[config.mk]
export PLATFORM = sky130hd
export DESIGN_NAME = epoch_seconds_to_calendar
export DESIGN_NICKNAME = d
export VERILOG_FILES = /design/src/hw/rtl/esc_pkg.sv /design/src/hw/rtl/epoch_seconds_to_calendar.sv /design/src/hw/rtl/esc_ctrl.sv /design/src/hw/rtl/esc_dpath.sv
export SDC_FILE = /design/constraint.sdc
export NUM_CORES = 2
export LEC_CHECK = 0
export BUFFER_PORTS_ARGS = -buffer_cell sky130_fd_sc_hd__buf_2
export CAP_MARGIN = 20
export CORE_ASPECT_RATIO = 0.7
export CORE_MARGIN = 2
export CORE_UTILIZATION = 55
export DETAILED_ROUTE_END_ITERATION = 7
export MAX_ROUTING_LAYER = met4
export PLACE_DENSITY = 0.81
export SYNTH_ARGS = -nofsm -noshare
export SYNTH_HDL_FRONTEND = slang
export SYNTH_SLANG_ARGS = --single-unit
[constraint.sdc]
create_clock -name clk_i -period 12 [get_ports clk_i]
set_input_delay 2.4 -clock clk_i [delete_from_list [all_inputs] [get_ports clk_i]]
set_output_delay 2.4 -clock clk_i [all_outputs]
set_load 0.05 [all_outputs]
[src/hw/rtl/esc_pkg.sv]
// ----------------------------------------------------------------------------
// esc_pkg
// Shared types and constants for the epoch seconds to calendar converter:
// controller/datapath command and status structs, divisor codes, month table.
// ----------------------------------------------------------------------------
package esc_pkg;

  localparam int unsigned EpochW     = 31;
  localparam int unsigned DivW       = 32;
  localparam int unsigned ProdW      = 2 * DivW;
  localparam int unsigned DivSteps   = 2;   // quotient cycle, then remainder cycle
  localparam int unsigned DivCntW    = $clog2(DivSteps);
  localparam int unsigned RemW       = 6;   // remainder of the largest divisor, 60
  localparam int unsigned DaysW      = 15;  // whole days since the epoch
  localparam int unsigned YearW      = 11;
  localparam int unsigned MonthW     = 4;

  // Reciprocals ceil(2^k / d); the quotient is exact for any dividend below 2^31
  localparam logic [DivW-1:0]   Recip60       = 32'd2290649225;
  localparam int unsigned       Shift60       = 37;
  localparam logic [DivW-1:0]   Recip24       = 32'd2863311531;
  localparam int unsigned       Shift24       = 36;
  localparam logic [DivW-1:0]   Recip7        = 32'd2454267027;
  localparam int unsigned       Shift7        = 34;

  localparam logic [YearW-1:0]  EpochYear     = 11'd1970;
  localparam logic [6:0]        EpochYearM100 = 7'd70;
  localparam logic [8:0]        EpochYearM400 = 9'd370;
  localparam logic [6:0]        M100Last      = 7'd99;
  localparam logic [8:0]        M400Last      = 9'd399;
  localparam logic [MonthW-1:0] MonthJan      = 4'd0;
  localparam logic [MonthW-1:0] MonthFeb      = 4'd1;
  localparam logic [MonthW-1:0] MonthDec      = 4'd11;
  localparam logic [DivW-1:0]   EpochWeekday  = 32'd4;  // the epoch day is a Thursday

  typedef enum logic [1:0] {
    DIV_SEL_60 = 2'd0,
    DIV_SEL_24 = 2'd1,
    DIV_SEL_7  = 2'd2
  } div_sel_e;

  typedef struct packed {
    logic     load;
    logic     div_step;
    div_sel_e div_sel;
    logic     store_sec;
    logic     store_min;
    logic     store_hour;
    logic     store_wday;
    logic     year_step;
    logic     month_step;
  } esc_cmd_t;

  typedef struct packed {
    logic year_done;
    logic month_done;
  } esc_status_t;

  function automatic logic [RemW-1:0] div_value(input div_sel_e sel);
    logic [RemW-1:0] v;
    case (sel)
      DIV_SEL_60: v = 6'd60;
      DIV_SEL_24: v = 6'd24;
      DIV_SEL_7:  v = 6'd7;
      default:    v = 6'd60;
    endcase
    return v;
  endfunction

  // Month length in a common year
  function automatic logic [4:0] month_days(input logic [MonthW-1:0] m);
    logic [4:0] d;
    case (m)
      4'd0:    d = 5'd31;
      4'd1:    d = 5'd28;
      4'd2:    d = 5'd31;
      4'd3:    d = 5'd30;
      4'd4:    d = 5'd31;
      4'd5:    d = 5'd30;
      4'd6:    d = 5'd31;
      4'd7:    d = 5'd31;
      4'd8:    d = 5'd30;
      4'd9:    d = 5'd31;
      4'd10:   d = 5'd30;
      4'd11:   d = 5'd31;
      default: d = 5'd31;
    endcase
    return d;
  endfunction

endpackage

[src/hw/rtl/epoch_seconds_to_calendar.sv]
// ----------------------------------------------------------------------------
// epoch_seconds_to_calendar
// Converts seconds since 1970-01-01 00:00:00 into time of day, weekday and
// Gregorian date.
//
// Request: drive epoch_seconds_i and raise start_i; the transaction is taken
// at a rising edge with start_i high and busy_o low. busy_o stays high until
// the result has been delivered, and no new request is taken meanwhile.
// Result: all fields are valid during the single cycle in which valid_o is
// high; the receiver must take them then, since it has no way to stall.
// Fields hold their values afterwards until the next request runs.
// valid_o rises once the sequencer has run four constant divisions (each a
// quotient step, then a remainder step), stepped off the Y whole years
// (Y = 0..68) and stepped off the M whole months (M = 0..11).
// busy_o drops the cycle after valid_o, so the next request is accepted only
// once the previous result has been delivered.
// Reset returns the sequencer to idle; no result is pending after reset.
// ----------------------------------------------------------------------------
module epoch_seconds_to_calendar (
  input  logic        clk_i,
  input  logic        rst_ni,
  input  logic        start_i,
  output logic        busy_o,
  input  logic [30:0] epoch_seconds_i,
  output logic        valid_o,
  output logic [5:0]  second_of_minute_o,
  output logic [5:0]  minute_of_hour_o,
  output logic [4:0]  hour_of_day_o,
  output logic [2:0]  weekday_o,
  output logic [4:0]  day_of_month_o,
  output logic [3:0]  month_index_o,
  output logic [10:0] year_number_o
);

  esc_pkg::esc_cmd_t    cmd;
  esc_pkg::esc_status_t status;

  esc_ctrl u_ctrl (
    .clk_i    (clk_i),
    .rst_ni   (rst_ni),
    .start_i  (start_i),
    .status_i (status),
    .cmd_o    (cmd),
    .busy_o   (busy_o),
    .valid_o  (valid_o)
  );

  esc_dpath u_dpath (
    .clk_i              (clk_i),
    .cmd_i              (cmd),
    .epoch_seconds_i    (epoch_seconds_i),
    .status_o           (status),
    .second_of_minute_o (second_of_minute_o),
    .minute_of_hour_o   (minute_of_hour_o),
    .hour_of_day_o      (hour_of_day_o),
    .weekday_o          (weekday_o),
    .day_of_month_o     (day_of_month_o),
    .month_index_o      (month_index_o),
    .year_number_o      (year_number_o)
  );

endmodule

[src/hw/rtl/esc_ctrl.sv]
// ----------------------------------------------------------------------------
// esc_ctrl
// Sequencer: runs the four constant divisions, then the year and month
// walks, and strobes the finished result.
// ----------------------------------------------------------------------------
module esc_ctrl (
  input  logic                clk_i,
  input  logic                rst_ni,
  input  logic                start_i,
  input  esc_pkg::esc_status_t status_i,
  output esc_pkg::esc_cmd_t    cmd_o,
  output logic                busy_o,
  output logic                valid_o
);

  typedef enum logic [7:0] {
    ST_IDLE     = 8'b0000_0001,
    ST_DIV_SEC  = 8'b0000_0010,
    ST_DIV_MIN  = 8'b0000_0100,
    ST_DIV_HOUR = 8'b0000_1000,
    ST_DIV_WDAY = 8'b0001_0000,
    ST_YEAR     = 8'b0010_0000,
    ST_MONTH    = 8'b0100_0000,
    ST_DONE     = 8'b1000_0000
  } state_e;

  state_e                        state_q, state_d;
  logic [esc_pkg::DivCntW-1:0]   cnt_q, cnt_d;
  logic                          last_step;

  assign last_step = (cnt_q == esc_pkg::DivCntW'(esc_pkg::DivSteps - 1));

  always_comb begin
    state_d = state_q;
    cnt_d   = cnt_q;
    cmd_o   = '0;
    cmd_o.div_sel = esc_pkg::DIV_SEL_60;
    case (state_q)
      ST_IDLE: begin
        if (start_i) begin
          cmd_o.load = 1'b1;
          cnt_d      = '0;
          state_d    = ST_DIV_SEC;
        end
      end
      ST_DIV_SEC: begin
        cmd_o.div_step  = 1'b1;
        cmd_o.store_sec = last_step;
        cnt_d           = cnt_q + 1'b1;
        if (last_step) state_d = ST_DIV_MIN;
      end
      ST_DIV_MIN: begin
        cmd_o.div_step  = 1'b1;
        cmd_o.store_min = last_step;
        cnt_d           = cnt_q + 1'b1;
        if (last_step) state_d = ST_DIV_HOUR;
      end
      ST_DIV_HOUR: begin
        cmd_o.div_step   = 1'b1;
        cmd_o.div_sel    = esc_pkg::DIV_SEL_24;
        cmd_o.store_hour = last_step;
        cnt_d            = cnt_q + 1'b1;
        if (last_step) state_d = ST_DIV_WDAY;
      end
      ST_DIV_WDAY: begin
        cmd_o.div_step   = 1'b1;
        cmd_o.div_sel    = esc_pkg::DIV_SEL_7;
        cmd_o.store_wday = last_step;
        cnt_d            = cnt_q + 1'b1;
        if (last_step) state_d = ST_YEAR;
      end
      ST_YEAR: begin
        cmd_o.year_step = 1'b1;
        if (status_i.year_done) state_d = ST_MONTH;
      end
      ST_MONTH: begin
        cmd_o.month_step = 1'b1;
        if (status_i.month_done) state_d = ST_DONE;
      end
      ST_DONE: begin
        state_d = ST_IDLE;
      end
      default: begin
        state_d = ST_IDLE;
      end
    endcase
  end

  always_ff @(posedge clk_i or negedge rst_ni) begin
    if (!rst_ni) begin
      state_q <= ST_IDLE;
      cnt_q   <= '0;
    end else begin
      state_q <= state_d;
      cnt_q   <= cnt_d;
    end
  end

  assign busy_o  = (state_q != ST_IDLE);
  assign valid_o = (state_q == ST_DONE);

endmodule

[src/hw/rtl/esc_dpath.sv]
// ----------------------------------------------------------------------------
// esc_dpath
// Datapath: reciprocal-multiply constant divider for the time-of-day and
// weekday fields, plus day counter with year and month walkers.
// ----------------------------------------------------------------------------
module esc_dpath (
  input  logic                         clk_i,
  input  esc_pkg::esc_cmd_t             cmd_i,
  input  logic [esc_pkg::EpochW-1:0]   epoch_seconds_i,
  output esc_pkg::esc_status_t          status_o,
  output logic [5:0]                   second_of_minute_o,
  output logic [5:0]                   minute_of_hour_o,
  output logic [4:0]                   hour_of_day_o,
  output logic [2:0]                   weekday_o,
  output logic [4:0]                   day_of_month_o,
  output logic [esc_pkg::MonthW-1:0]   month_index_o,
  output logic [esc_pkg::YearW-1:0]    year_number_o
);

  logic [esc_pkg::DivW-1:0]   dq_q;       // dividend, replaced by its quotient
  logic [esc_pkg::DivW-1:0]   quo_q;
  logic [esc_pkg::DivW-1:0]   recip;
  logic [esc_pkg::ProdW-1:0]  product;
  logic [esc_pkg::DivW-1:0]   quo;
  logic [esc_pkg::RemW-1:0]   rem;
  logic [esc_pkg::RemW-1:0]   divisor;

  logic [5:0]                 sec_q, min_q;
  logic [4:0]                 hour_q;
  logic [2:0]                 wday_q;
  logic [esc_pkg::DaysW-1:0]  days_q;
  logic [esc_pkg::YearW-1:0]  year_q;
  logic [6:0]                 m100_q;
  logic [8:0]                 m400_q;
  logic [esc_pkg::MonthW-1:0] month_q;

  logic                       leap;
  logic [8:0]                 year_len;
  logic [4:0]                 month_len;

  assign divisor = esc_pkg::div_value(cmd_i.div_sel);

  // Quotient by reciprocal multiply, registered into quo_q; remainder from it in the next cycle
  always_comb begin
    case (cmd_i.div_sel)
      esc_pkg::DIV_SEL_60: recip = esc_pkg::Recip60;
      esc_pkg::DIV_SEL_24: recip = esc_pkg::Recip24;
      esc_pkg::DIV_SEL_7:  recip = esc_pkg::Recip7;
      default:             recip = esc_pkg::Recip60;
    endcase
    product = esc_pkg::ProdW'(dq_q) * esc_pkg::ProdW'(recip);
    case (cmd_i.div_sel)
      esc_pkg::DIV_SEL_60: quo = esc_pkg::DivW'(product >> esc_pkg::Shift60);
      esc_pkg::DIV_SEL_24: quo = esc_pkg::DivW'(product >> esc_pkg::Shift24);
      esc_pkg::DIV_SEL_7:  quo = esc_pkg::DivW'(product >> esc_pkg::Shift7);
      default:             quo = esc_pkg::DivW'(product >> esc_pkg::Shift60);
    endcase
  end

  // The remainder is below 64, so the low bits of the difference suffice
  assign rem = dq_q[esc_pkg::RemW-1:0] -
               esc_pkg::RemW'(quo_q[esc_pkg::RemW-1:0] * divisor);

  assign leap      = ((year_q[1:0] == 2'b00) && (m100_q != 7'd0)) || (m400_q == 9'd0);
  assign year_len  = leap ? 9'd366 : 9'd365;
  assign month_len = esc_pkg::month_days(month_q) +
                     5'((month_q == esc_pkg::MonthFeb) && leap);

  assign status_o.year_done  = (days_q < esc_pkg::DaysW'(year_len));
  assign status_o.month_done = (days_q < esc_pkg::DaysW'(month_len)) ||
                               (month_q == esc_pkg::MonthDec);

  always_ff @(posedge clk_i) begin
    if (cmd_i.load) begin
      dq_q    <= esc_pkg::DivW'(epoch_seconds_i);
      year_q  <= esc_pkg::EpochYear;
      m100_q  <= esc_pkg::EpochYearM100;
      m400_q  <= esc_pkg::EpochYearM400;
      month_q <= esc_pkg::MonthJan;
    end else if (cmd_i.div_step) begin
      if (cmd_i.store_hour) begin
        // Keep the day count and seed the weekday division with it
        hour_q <= rem[4:0];
        days_q <= quo_q[esc_pkg::DaysW-1:0];
        dq_q   <= esc_pkg::DivW'(quo_q[esc_pkg::DaysW-1:0]) + esc_pkg::EpochWeekday;
      end else if (cmd_i.store_sec || cmd_i.store_min || cmd_i.store_wday) begin
        dq_q <= quo_q;
        if (cmd_i.store_sec)  sec_q  <= rem;
        if (cmd_i.store_min)  min_q  <= rem;
        if (cmd_i.store_wday) wday_q <= rem[2:0];
      end else begin
        quo_q <= quo;
      end
    end else if (cmd_i.year_step && !status_o.year_done) begin
      days_q <= days_q - esc_pkg::DaysW'(year_len);
      year_q <= year_q + 1'b1;
      m100_q <= (m100_q == esc_pkg::M100Last) ? 7'd0 : m100_q + 1'b1;
      m400_q <= (m400_q == esc_pkg::M400Last) ? 9'd0 : m400_q + 1'b1;
    end else if (cmd_i.month_step && !status_o.month_done) begin
      days_q  <= days_q - esc_pkg::DaysW'(month_len);
      month_q <= month_q + 1'b1;
    end
  end

  assign second_of_minute_o = sec_q;
  assign minute_of_hour_o   = min_q;
  assign hour_of_day_o      = hour_q;
  assign weekday_o          = wday_q;
  assign day_of_month_o     = days_q[4:0] + 5'd1;
  assign month_index_o      = month_q;
  assign year_number_o      = year_q;

endmodule

==> out/metrics.yaml <==
grt_overflow: 0
critical_path_required_ns: 12.18
setup-tns-final_ns: 0
start_util_pct: 55.3
synth_xor_area_share_pct: 6.20
period_share_pct: 89.3
seqCellArea_um2: 3770
finalMaxSlewViolations: 0
seq_area_frac_synth_pct: 12.8
place_congestion: 1.11
fillCellCount: 4543
fmax_mhz: 93.3
numCtsBuffers: 17
max-slew-margin-rel_pct: 31.3
wl_um: 89100
synth_top_family_by_area: "adder cells"
synth-edff-count: 96
antenna_found_initial: 3
yosysTopAreaCellShare_pct: 34.6
skew_ns: 0.0136
synth_flop_cell: "edfxtp_1"
grt_pass1_vias: 23100
dieArea_um2: 55600
syn_inst: 3086
end_kind: "register"
io_pins: 76
clk_latency_ns: 0.44
cts_resized: 0
syn_nets: 4014
htree_num_levels: 4
routed_via_density: 5.85
root_buffer: "clkbuf_16"
finalHoldViolations: 0
synth_top_area_cell: "fa_1"
avgRoutedWirePerCell_um: 23.2
port_buffers: 75
synth_compound_area_share_pct: 8.85
multi_input_area_um2: 22900
hpwlAfterDp_um: 76500
clk_path_buf_depth: 2
setup_viol: 0
crit_arrival_ns: 10.90
fp.dieW_um: 281
cts_tree: "built"
num-nets-final: 4029
syn2layout_area_growth_pct: 5.72
drive_above_1_share_pct: 5.04
min-delay-path-class: "reg -> reg"
yosysMostFrequentCell: "inv_1"
hold_buffers: 0
start_kind: "register"
yosys-top-cells-area: "fa_1, ha_1, edfxtp_1"
min_period_ns: 10.71
yosys_warnings: 0
clock-sinks: 138
synthAdderAreaFrac_pct: 50.9
die_h_um: 198
cp_slowest_cell: "inv_2"
ant_nets: 0
post_cts_buffers: 0
rows: 71
grt_first_pass_wirelength_um: 137000
status: "completed"
synth-async-reset-ratio_pct: 6.52
drc_errors: 0
num_vias: 22500
crit_type: "reg -> reg"
drt_iter0_drc: 2696
coreArea_um2: 53400
clk_pin_slew_worst_paths_ns: 0.07
ys_top_cells_by_count: "inv_1, fa_1, ha_1"
rsz0062_at_grt: "false"
grt_max_degree: 55
tightestPinTransition_ns: 1.03
cpMostUsedCell: "fa_1"
avgSynthCellArea_um2: 9.57
synth_cell_types: 81
cap_violations: 0
grtUsageTotal_pct: 34.2
synth-seq-cells: 138
syn_area_um2: 29500
drtPass1Iterations: 6
synthMuxAreaShare_pct: 0.343
yosys.area_share.simple_pct: 11.2
cp_max_fo: 28
cp_slowest_stage_delay_ns: 0.70
## placed cells by master (no fill, tap or decap), drive strengths merged, types with 7 or more instances in the layout
| cell type | netlist | routed |
|---|---|---|
| a22oi | 7 | 7 |
| a221oi | 15 | 15 |
| o21a | 11 | 11 |
| dfrtp | 8 | 8 |
| o21ai | 89 | 89 |
| and2 | 37 | 37 |
| a21oi | 90 | 90 |
| fa | 511 | 511 |
| xor2 | 109 | 109 |
| clkbuf | 82 | 17 |
| nor4 | 12 | 12 |
| nand4 | 26 | 26 |
| and3 | 42 | 42 |
| or2 | 8 | 8 |
| dfxtp | 33 | 33 |
| nor3 | 35 | 35 |
| o21bai | 20 | 20 |
| mux2i | 9 | 9 |
| nand3 | 80 | 80 |
| edfxtp | 96 | 96 |
| nor2b | 50 | 50 |
| a21o | 56 | 56 |
| o211ai | 17 | 17 |
| buf | 15 | 93 |
| nor2 | 110 | 110 |
| or3 | 10 | 10 |
| ha | 383 | 383 |
| inv | 666 | 676 |
| o221ai | 7 | 7 |
| a31oi | 15 | 15 |
| nand2 | 235 | 235 |
| a211oi | 8 | 8 |
| xnor2 | 100 | 100 |
## flip-flops by register name (all words and copies together) (netlist names), named ones only
signal,cells
u_dpath.m100_q,7
u_ctrl.state_q,8
u_dpath.days_q,15
u_dpath.year_number_o,11
u_dpath.dq_q,31
u_dpath.second_of_minute_o,6
u_ctrl.cnt_q,1
u_dpath.quo_q,30
u_dpath.hour_of_day_o,5
u_dpath.weekday_o,3
u_dpath.m400_q,9
u_dpath.month_index_o,4
u_dpath.minute_of_hour_o,6
## metal layers
metal / track usage [%] / share of wire [%]
met1: 47.7 / 42
met2: 45.0 / 39
met3: 16.9 / 17
met4: 5.74 / 1.7
met5: - / 0
## worst max-delay path, delay by kind of cell (launching register included)
family,cells,cell delay (ns)
adder cells (fa/ha/maj),9,4.19
XOR/XNOR,1,0.13
flip-flops,1,0.43
AND/OR/NAND/NOR,9,3.06
AO/OA/AOI/OAI,6,1.74
buffers and inverters,3,0.84
## metrics by stage
stage | std cells | area, um^2 | worst slack, ns | utilization [%] | hold slack, ns
2_1_floorplan | 3086 | 29500 | 2.43 | - | 0.475
3_3_place_gp | 3811 | 30600 | 1.77 | 57.3 | 0.473
3_5_place_dp | 3811 | 30600 | 1.62 | 57.3 | 0.491
4_1_cts | 3843 | 31200 | 1.54 | 58.5 | 0.506
5_1_grt | 3845 | 31200 | 0.975 | 58.5 | 0.532
6_report | 3845 | 31200 | 1.29 | 58.5 | 0.511
## logic make-up after synthesis
logic type | count (synthesis)
fa+ha+maj | 896
simple gates | 677
xor+xnor | 209
mux | 10
flops | 138
compound gates | 393
buf+inv | 763
## cell type report
class	instances	share of cell area (%)
tap	730	2.93
antenna	1	0.00801
sequential	138	12.1
multi-input combinational	2185	73.3
inverter	666	8.01
clock inverter	15	0.617
clock buffer	17	1.36
timing repair buffer	93	1.66
## final timing paths
| check | slack, ns | end | cells after the start | start |
|---|---|---|---|---|
| max | 1.29 | u_dpath.quo_q[16] | 28 | u_ctrl.state_q[1] |
| min | 0.51 | u_dpath.year_number_o[10] | 2 | u_dpath.year_number_o[10] |
| max reg2reg | 1.29 | u_dpath.quo_q[16] | 28 | u_ctrl.state_q[1] |
| min reg2reg | 0.51 | u_dpath.year_number_o[10] | 2 | u_dpath.year_number_o[10] |
| max in group asynchronous | 9.93 | u_ctrl.state_q[0] | 1 | rst_ni |
| min in group asynchronous | 1.80 | u_ctrl.cnt_q | 1 | rst_ni |
Power is left out: the tool's default activity adds up to more than one toggle a clock period on the data nets, which glitch-free logic cannot reach.
